===== config.mk =====
export PLATFORM = sky130hd
export DESIGN_NAME = hpg_radinv
export DESIGN_NICKNAME = d
export VERILOG_FILES = /design/src/rtl/core/hpg_pkg.sv /design/src/rtl/core/hpg_radinv.sv
export SDC_FILE = /design/constraint.sdc
export NUM_CORES = 1
export LEC_CHECK = 0
export CAP_MARGIN = 20
export CORE_ASPECT_RATIO = 0.75
export CORE_UTILIZATION = 42
export CTS_CLUSTER_DIAMETER = 100
export DETAILED_ROUTE_END_ITERATION = 8
export DONT_BUFFER_PORTS = 1
export PLACE_DENSITY = 0.62
export SYNTH_ARGS = -nofsm -noshare
export SYNTH_HDL_FRONTEND = slang
export SYNTH_SLANG_ARGS = --single-unit

===== constraint.sdc =====
create_clock -name clk -period 9 [get_ports clk]
set_input_delay 0.45 -clock clk [delete_from_list [all_inputs] [get_ports clk]]
set_output_delay 0.45 -clock clk [all_outputs]
set_load 0.1 [all_outputs]

===== src/rtl/core/hpg_pkg.sv =====
`timescale 1ns / 1ps
`default_nettype none

package hpg_pkg;

  // Request codes carried in req_type
  typedef enum logic [1:0] {
    REQ_LOAD   = 2'd0,
    REQ_GEN    = 2'd1,
    REQ_SETPOS = 2'd2,
    REQ_NONE   = 2'd3
  } hpg_req_code_t;

  // Point sequencer states
  typedef enum logic [2:0] {
    ST_IDLE,
    ST_START,
    ST_WAIT,
    ST_MUL,
    ST_OUT
  } hpg_state_t;

  // Radical-inverse unit states
  typedef enum logic [2:0] {
    RI_IDLE,
    RI_DIV,
    RI_ACC,
    RI_FRAC,
    RI_DONE
  } hpg_ri_state_t;

  // Control from the sequencer to the radical-inverse unit
  typedef struct packed {
    logic       start;
    logic [3:0] prime_idx;
  } hpg_ri_ctrl_t;

  localparam int NUM_PRIMES = 15;
  localparam int FRAC_BITS  = 32;
  localparam int DIV_STEP   = 4;   // quotient bits per cycle in the digit divider
  localparam int DIGIT_W    = 6;   // enough for the largest base (47)
  localparam logic [4:0] NUM_DIMS_RESET = 5'd2;

  // Base for dimension index modulo 15
  function automatic logic [DIGIT_W-1:0] prime_of(input logic [3:0] idx);
    logic [DIGIT_W-1:0] p;
    unique case (idx)
      4'd0:    p = 6'd2;
      4'd1:    p = 6'd3;
      4'd2:    p = 6'd5;
      4'd3:    p = 6'd7;
      4'd4:    p = 6'd11;
      4'd5:    p = 6'd13;
      4'd6:    p = 6'd17;
      4'd7:    p = 6'd19;
      4'd8:    p = 6'd23;
      4'd9:    p = 6'd29;
      4'd10:   p = 6'd31;
      4'd11:   p = 6'd37;
      4'd12:   p = 6'd41;
      4'd13:   p = 6'd43;
      4'd14:   p = 6'd47;
      default: p = 6'd2;
    endcase
    return p;
  endfunction

endpackage

`default_nettype wire


===== src/rtl/core/hpg_radinv.sv =====
`timescale 1ns / 1ps
`default_nettype none

// Radical inverse of n in a prime base, as floor(2^32 * num / den).
// Digits are peeled off by a shared divide-by-base unit (DIV_STEP bits a
// cycle), reversed into num while den collects base^k, then a restoring
// divider produces the 32 fraction bits one per cycle.
module hpg_radinv import hpg_pkg::*; #(
  parameter int POSITION_BITS = 32
) (
  input  wire logic                     clk,
  input  wire logic                     rst,
  input  wire hpg_ri_ctrl_t             ctrl,
  input  wire logic [POSITION_BITS-1:0] n,
  output logic                          done,
  output logic [FRAC_BITS-1:0]          frac
);

  localparam int DIV_ITERS = (POSITION_BITS + DIV_STEP - 1) / DIV_STEP;
  localparam int NP        = DIV_ITERS * DIV_STEP;
  localparam int DW        = POSITION_BITS + DIGIT_W;
  localparam logic [4:0] DIV_LAST  = 5'(DIV_ITERS - 1);
  localparam logic [4:0] FRAC_LAST = 5'(FRAC_BITS - 1);

  hpg_ri_state_t        state, state_next;
  logic [NP-1:0]        nq;
  logic [DIGIT_W-1:0]   rem;
  logic [DIGIT_W-1:0]   base;
  logic [DW-1:0]        num;
  logic [DW-1:0]        den;
  logic [4:0]           cnt;
  logic [FRAC_BITS-1:0] q;

  logic [DIGIT_W-1:0]   dv_rem;
  logic [DIGIT_W:0]     dv_try;
  logic [DIV_STEP-1:0]  dv_qbits;
  logic [NP-1:0]        nq_next;
  logic [DW:0]          fr_shift;
  logic [DW:0]          fr_sub;
  logic                 fr_ge;

  // Divide-by-base step: DIV_STEP quotient bits, remainder stays below base
  always_comb begin
    dv_rem   = rem;
    dv_try   = '0;
    dv_qbits = '0;
    for (int i = 0; i < DIV_STEP; i++) begin
      dv_try = {dv_rem, nq[NP-1-i]};
      if (dv_try >= {1'b0, base}) begin
        dv_try = dv_try - {1'b0, base};
        dv_qbits[DIV_STEP-1-i] = 1'b1;
      end
      dv_rem = dv_try[DIGIT_W-1:0];
    end
    nq_next = {nq[NP-DIV_STEP-1:0], dv_qbits};
  end

  // Fraction step: restoring division of num by den
  always_comb begin
    fr_shift = {num, 1'b0};
    fr_sub   = fr_shift - {1'b0, den};
    fr_ge    = fr_shift >= {1'b0, den};
  end

  // Next state
  always_comb begin
    state_next = state;
    unique case (state)
      RI_IDLE: begin
        if (ctrl.start) begin
          state_next = (n == '0) ? RI_FRAC : RI_DIV;
        end
      end
      RI_DIV: begin
        if (cnt == DIV_LAST) begin
          state_next = RI_ACC;
        end
      end
      RI_ACC: begin
        state_next = (nq == '0) ? RI_FRAC : RI_DIV;
      end
      RI_FRAC: begin
        if (cnt == FRAC_LAST) begin
          state_next = RI_DONE;
        end
      end
      RI_DONE: begin
        state_next = RI_IDLE;
      end
      default: state_next = RI_IDLE;
    endcase
  end

  // Outputs
  always_comb begin
    done = (state == RI_DONE);
    frac = q;
  end

  always_ff @(posedge clk) begin
    if (rst) begin
      state <= RI_IDLE;
    end else begin
      state <= state_next;
    end
  end

  // Datapath
  always_ff @(posedge clk) begin
    unique case (state)
      RI_IDLE: begin
        if (ctrl.start) begin
          nq   <= NP'(n);
          rem  <= '0;
          num  <= '0;
          den  <= DW'(1);
          base <= prime_of(ctrl.prime_idx);
          cnt  <= '0;
        end
      end
      RI_DIV: begin
        nq  <= nq_next;
        rem <= dv_rem;
        cnt <= cnt + 5'd1;
      end
      RI_ACC: begin
        // append the digit reversed, grow the denominator
        num <= num * DW'(base) + DW'(rem);
        den <= den * DW'(base);
        rem <= '0;
        cnt <= '0;
      end
      RI_FRAC: begin
        num <= fr_ge ? fr_sub[DW-1:0] : fr_shift[DW-1:0];
        q   <= {q[FRAC_BITS-2:0], fr_ge};
        cnt <= cnt + 5'd1;
      end
      RI_DONE: begin
      end
      default: begin
      end
    endcase
  end

endmodule

`default_nettype wire


==> results.py, run 1 <==
metrics = {
    "floorplan": {
        "die_y_um": 201,
        "boundaryPins": 72,
        "dieWidth_um": 267,
        "dieArea_um2": 53600,
        "fp-row-count": 72,
        "core_area_um2": 51800,
        "initial_core_util_pct": 42.7,
    },
    "cts": {
        "cts_hold_buffers": 0,
        "htree_levels": 4,
        "cts_num_sinks": 160,
        "clkTransAtPathRegs_ps": 80,
        "numCtsBuffers": 17,
        "clockBufferDepth": 2,
        "root_buffer": "clkbuf_16",
        "tritoncts": "done",
        "clock_latency_ps": 470,
    },
    "placed_design": {
        "place.gp.congestion": 0.869,
        "dp_slack_ps": 488,
        "io_buffers": 0,
        "dp_hpwl_um": 41800,
    },
    "critical_path": {
        "cp.arrival_ps": 8400,
        "end_kind": "flop",
        "max_stage_delay_ps": 470,
        "start_kind": "flop",
        "crit_type": "flop to flop",
        "required_ps": 9190,
        "cp_slowest_cell": "edfxtp_1",
        "crit_fanout": 8,
    },
    "finish": {
        "area_delta_synth_final_pct": 6.06,
        "drive_above_1_share_pct": 3.72,
        "fin_nets": 2957,
        "num_antenna_cells": 0,
        "final_common_cell": "nand2_1",
        "final_cell_mix": "559 x nand2_1, 351 x inv_1, 274 x fa_1",
    },
    "logic_synthesis": {
        "yosysUniqueCellTypes": 82,
        "syn_area_per_cell_um2": 8.84,
        "synth_warnings": 0,
        "yosysSeqAreaShare_pct": 21.6,
        "synthArstFlopShare_pct": 0,
        "synth-seq-cells": 160,
        "syn_nets": 3000,
        "syn_inst": 2501,
        "syn_area_um2": 22100,
        "synth_edf_count": 157,
        "ys.flop_type": "edfxtp_1",
    },
    "routing": {
        "antenna_left": 0,
        "vias_per_cell": 5.48,
        "routed_wirelength_um": 55900,
        "drtIter0Drc": 1185,
        "routedWlPerCell_um": 17.6,
        "first_pass_iters": 6,
        "drc": 0,
        "vias": 17394,
    },
    "sta": {
        "setup_slack_ps": 792,
        "tightest_slew_ps": 1080,
        "slew_violations": 0,
        "min_period_ps": 8210,
        "hold_viol": 0,
        "fin_tns_setup_ps": 0,
        "rsz0062_at_grt": "no",
        "relSlewSlack_pct": 28.3,
        "setup_viol": 0,
        "maxClockFrequency_ghz": 0.122,
        "fin_worst_skew_ps": 13.7,
        "fin_crit_sh_pct": 91.2,
    },
    "power": {
        "total_leakage_power_nw": 10.9,
        "vdd_ir_drop_max_uv": 497,
        "cellPowerDensity_nw_per_um2": 389,
    },
    "global_route": {
        "grt_pass1_vias": 18289,
        "grt_first_pass_wirelength_um": 93400,
        "grt_use_total_pct": 21.8,
        "antenna_found_initial": 1,
        "grt_overflow": 0,
        "grt_start_max_net_pins": 80,
    },
    "hold_path": {
        "hp-class": "primary input to flop",
    },
    "run": {
        "maxCapViolCount": 0,
    },
    "run_status": {
        "status": "finished clean",
    },
}
repair_timing:
item / CTS / global route
resized for setup: 0 / 2
buffers inserted: 0 / 3
endpoints found under the setup margin: 0 / 6
power breakdown:
part	leakage (nW)	switching (mW)	internal, mW
combinational	9.05	4.16	3.06
clock	0.280	0.358	0.391
sequential	1.56	0.180	0.981
worst max-delay path, delay by kind of cell, from the launching register on:
kind / cells / cell delay, ps
adder cells (fa/ha/maj): 4 / 1200
AND/OR/NAND/NOR: 7 / 1210
AO/OA/AOI/OAI: 19 / 3680
multiplexers: 3 / 1060
flip-flops: 1 / 470
buffers and inverters: 3 / 320
registers in the layout, indices dropped and copies added, names as in the netlist:
name	cells
rem	6
cnt	5
nq	32
den	38
base	6
state	3
num	38
frac	32
path summary, 6_finish.rpt:
kind / from / endpoint / slack (ps) / cells past startpoint
setup / recovery: rem[0] / rem[4] / 790 / 36
hold reg to reg: nq[23] / nq[27] / 540 / 2
hold / removal: rst / state[1] / 50 / 1
setup reg to reg: rem[0] / rem[4] / 790 / 36
Yosys cell counts, drive strengths merged (43+ instances only):
master | count | area (um2)
edfxtp | 157 | 4710
xor2 | 43 | 377
fa | 274 | 5490
nand2 | 560 | 2100
xnor2 | 78 | 683
ha | 186 | 2330
inv | 352 | 1320
a21o | 55 | 413
nor2 | 125 | 469
clkbuf | 75 | 282
a21oi | 124 | 621
o21ai | 72 | 364
cell type report:
type / count / area [um2]
Clock buffer: 17 / 425
Fill cell: 5057 / 28400
Tap cell: 703 / 880
Timing Repair Buffer: 24 / 198
Multi-Input combinational cell: 1902 / 15700
Clock inverter: 15 / 146
Inverter: 353 / 1330
Sequential cell: 160 / 4770
metrics by stage:
stage	util [%]	hold WS [ps]	cells	total power [mW]	instance area, um2
final	45.3	46.9	3174	9.12	23400
after global routing	45.3	27.2	3174	10.1	23400
after CTS	45.2	24.2	3171	9.13	23400
after detailed placement	44.1	528	3139	8.30	22800
after global placement	44.1	525	3139	8.19	22800
after floorplan	-	510	2501	6.76	22100
routing by layer:
layer | up-vias | routed length [um] | GRT usage [%]
met5 | - | 27 | 0
met3 | 76 | 3220 | 3.84
li1 | 8143 | - | -
met2 | 478 | 25800 | 35.1
met4 | 4 | 1140 | 6.01
met1 | 8693 | 25600 | 30.0
cell families after synthesis:
| logic type | after synthesis | synth area share, % |
|---|---|---|
| and+or+nand+nor | 886 | 17.3 |
| buffers and inverters | 439 | 7.54 |
| AOI/OAI and AO/OA | 408 | 12.0 |
| adders and majority gates | 460 | 35.3 |
| muxes | 27 | 1.44 |
| xor gates and xnor gates | 121 | 4.79 |
| DFF | 160 | 21.6 |
Power figures use the tool's default switching activity.
==> run 2, diff against run 1 <==
--- a/config.mk
+++ b/config.mk
@@ -7,11 +7,13 @@
 export LEC_CHECK = 0
 export CAP_MARGIN = 20
 export CORE_ASPECT_RATIO = 0.75
+export CORE_MARGIN = 3
 export CORE_UTILIZATION = 42
 export CTS_CLUSTER_DIAMETER = 100
 export DETAILED_ROUTE_END_ITERATION = 8
 export DONT_BUFFER_PORTS = 1
 export PLACE_DENSITY = 0.62
+export RECOVER_POWER = 50
 export SYNTH_ARGS = -nofsm -noshare
 export SYNTH_HDL_FRONTEND = slang
 export SYNTH_SLANG_ARGS = --single-unit
==> run 2 against run 1 <==
  * The flow now finishes with violations (max-capacitance violations, max-slew violations)
  * Setup slack lost 55 ps
  * First-iteration DRC count grew 9.5%
  * Flip-flop and latch count is the same
  * Largest cell class unchanged
==> results.py, run 2 (synthesis results as in run 1) <==
metrics = {
    "run_status": {
        "status": "complete, but fails checks",
        "violations": "max-capacitance violations, max-slew violations",
    },
    "power": {
        "swShare_pct": 51.5,
        "p_sw_mw": 4.72,
        "cellPowerDensity_nw_per_um2": 390,
        "power.internal_mw": 4.44,
        "p_clk_share_pct": 8.7,
        "total_leakage_power_nw": 10.9,
        "vdd_ir_drop_max_uv": 430,
        "pwr-share-seq_pct": 12.7,
        "comb_power_share_pct": 78.6,
    },
    "finish": {
        "drive_above_1_share_pct": 3.64,
        "final_cell_mix": "559 x nand2_1, 351 x inv_1, 274 x fa_1",
        "reg.largest.list": "den: 38 flops, num: 38 flops",
        "final_common_cell": "nand2_1",
        "final_area_um2": 23500,
        "area_delta_synth_final_pct": 6.31,
        "num_antenna_cells": 0,
        "fin_nets": 2957,
        "final_core_util_pct": 45.4,
        "fill_cells": 4988,
    },
    "run": {
        "maxCapViolCount": 3,
    },
    "sta": {
        "fin_worst_skew_ps": 14.8,
        "min_period_ps": 8260,
        "setup_slack_ps": 737,
        "fin_tns_setup_ps": 0,
        "hold_viol": 0,
        "slew_violations": 110,
        "tightest_slew_ps": 2560,
        "rsz0062_at_grt": "no",
        "maxClockFrequency_ghz": 0.121,
        "setup_viol": 0,
        "fin_crit_sh_pct": 91.8,
        "relSlewSlack_pct": -71.0,
    },
    "global_route": {
        "grt_first_pass_wirelength_um": 93300,
        "grt_use_total_pct": 20.6,
        "grt_overflow": 0,
        "grt_start_max_net_pins": 80,
        "use_met3_pct": 3.35,
        "grtUsageMet2_pct": 33.3,
        "antenna_found_initial": 1,
        "grt_util_met1_pct": 28.9,
        "grt_pass1_vias": 18222,
        "top_usage_layer": "met2",
    },
    "critical_path": {
        "end_kind": "flop",
        "start_kind": "flop",
        "crit_type": "flop to flop",
        "cp.arrival_ps": 8450,
        "crit_fanout": 8,
        "max_stage_delay_ps": 470,
        "required_ps": 9180,
        "cp_slowest_cell": "edfxtp_1",
    },
    "routing": {
        "drtIter0Drc": 1297,
        "vias_per_cell": 5.49,
        "first_pass_iters": 5,
        "vias": 17431,
        "drc": 0,
        "antenna_left": 0,
        "routedWlPerCell_um": 17.6,
        "routed_wirelength_um": 56000,
    },
    "floorplan": {
        "initial_core_util_pct": 42.7,
        "fp-row-count": 72,
        "boundaryPins": 72,
        "dieArea_um2": 55400,
        "die_y_um": 205,
        "dieWidth_um": 271,
        "core_area_um2": 51800,
    },
    "cts": {
        "clkTransAtPathRegs_ps": 80,
        "htree_levels": 4,
        "cts_hold_buffers": 0,
        "numCtsBuffers": 17,
        "root_buffer": "clkbuf_16",
        "tritoncts": "done",
        "clock_latency_ps": 460,
        "clockBufferDepth": 2,
        "cts_num_sinks": 160,
    },
    "placed_design": {
        "dpl_cell_area_um2": 22800,
        "place.gp.congestion": 0.909,
        "io_buffers": 0,
        "dp_hpwl_um": 42000,
        "dp_slack_ps": 428,
    },
    "hold_path": {
        "hp-class": "primary input to flop",
    },
}
-- run 2: layout make-up --
| cell class | count | area (um2) | share of cell area [%] |
|---|---|---|---|
| clock inverters | 15 | 220 | 0.937 |
| flip-flops and latches | 160 | 4770 | 20.3 |
| clock buffers | 17 | 425 | 1.81 |
| multi-input cells | 1902 | 15700 | 66.8 |
| well taps | 703 | 880 | 3.74 |
| repair buffers | 24 | 183 | 0.777 |
| inverters | 353 | 1330 | 5.64 |
-- run 2: layer usage --
layer	up-vias	wire [um]
met3	81	3330
met2	514	25500
li1	8139	-
met4	2	1190
met5	-	7
met1	8695	26000
-- run 2: worst paths after layout --
check | start | end | slack, ps | depth (start not counted)
setup / recovery | rem[0] | rem[4] | 740 | 36
hold / removal | rst | state[2] | 60 | 1
setup reg to reg | rem[0] | rem[4] | 740 | 36
hold reg to reg | nq[12] | nq[16] | 540 | 2
-- run 2: repair_timing --
item                                    CTS  global route
buffers inserted                          0             4
endpoints found under the setup margin    0             6
resized for setup                         0             2
-- run 2: power by group through the flow --
| stage | clock, mW | sequential [mW] | combinational, mW |
|---|---|---|---|
| floorplan | 0 | 1.10 | 5.66 |
| global placement | 0 | 1.17 | 6.95 |
| detailed placement | 0 | 1.18 | 7.09 |
| CTS | 0.810 | 1.16 | 7.16 |
| global route | 0.840 | 1.18 | 8.11 |
| finish | 0.795 | 1.16 | 7.20 |
-- run 2: metrics by stage --
stage | hold WS [ps] | instances | total power [mW]
after detailed placement | 528 | 3138 | 8.26
final | 60.7 | 3174 | 9.16
after global routing | 39.5 | 3174 | 10.1
after global placement | 525 | 3138 | 8.12
after CTS | 39.4 | 3170 | 9.13
after floorplan | 510 | 2501 | 6.76
-- run 2: worst max-delay path, delay by kind of cell, from the launching register on --
kind,cells,cell delay [ps]
compound gates,19,3690
fa+ha+maj,4,1210
buf+inv,3,300
flops,1,470
mux,3,1130
simple gates,7,1190
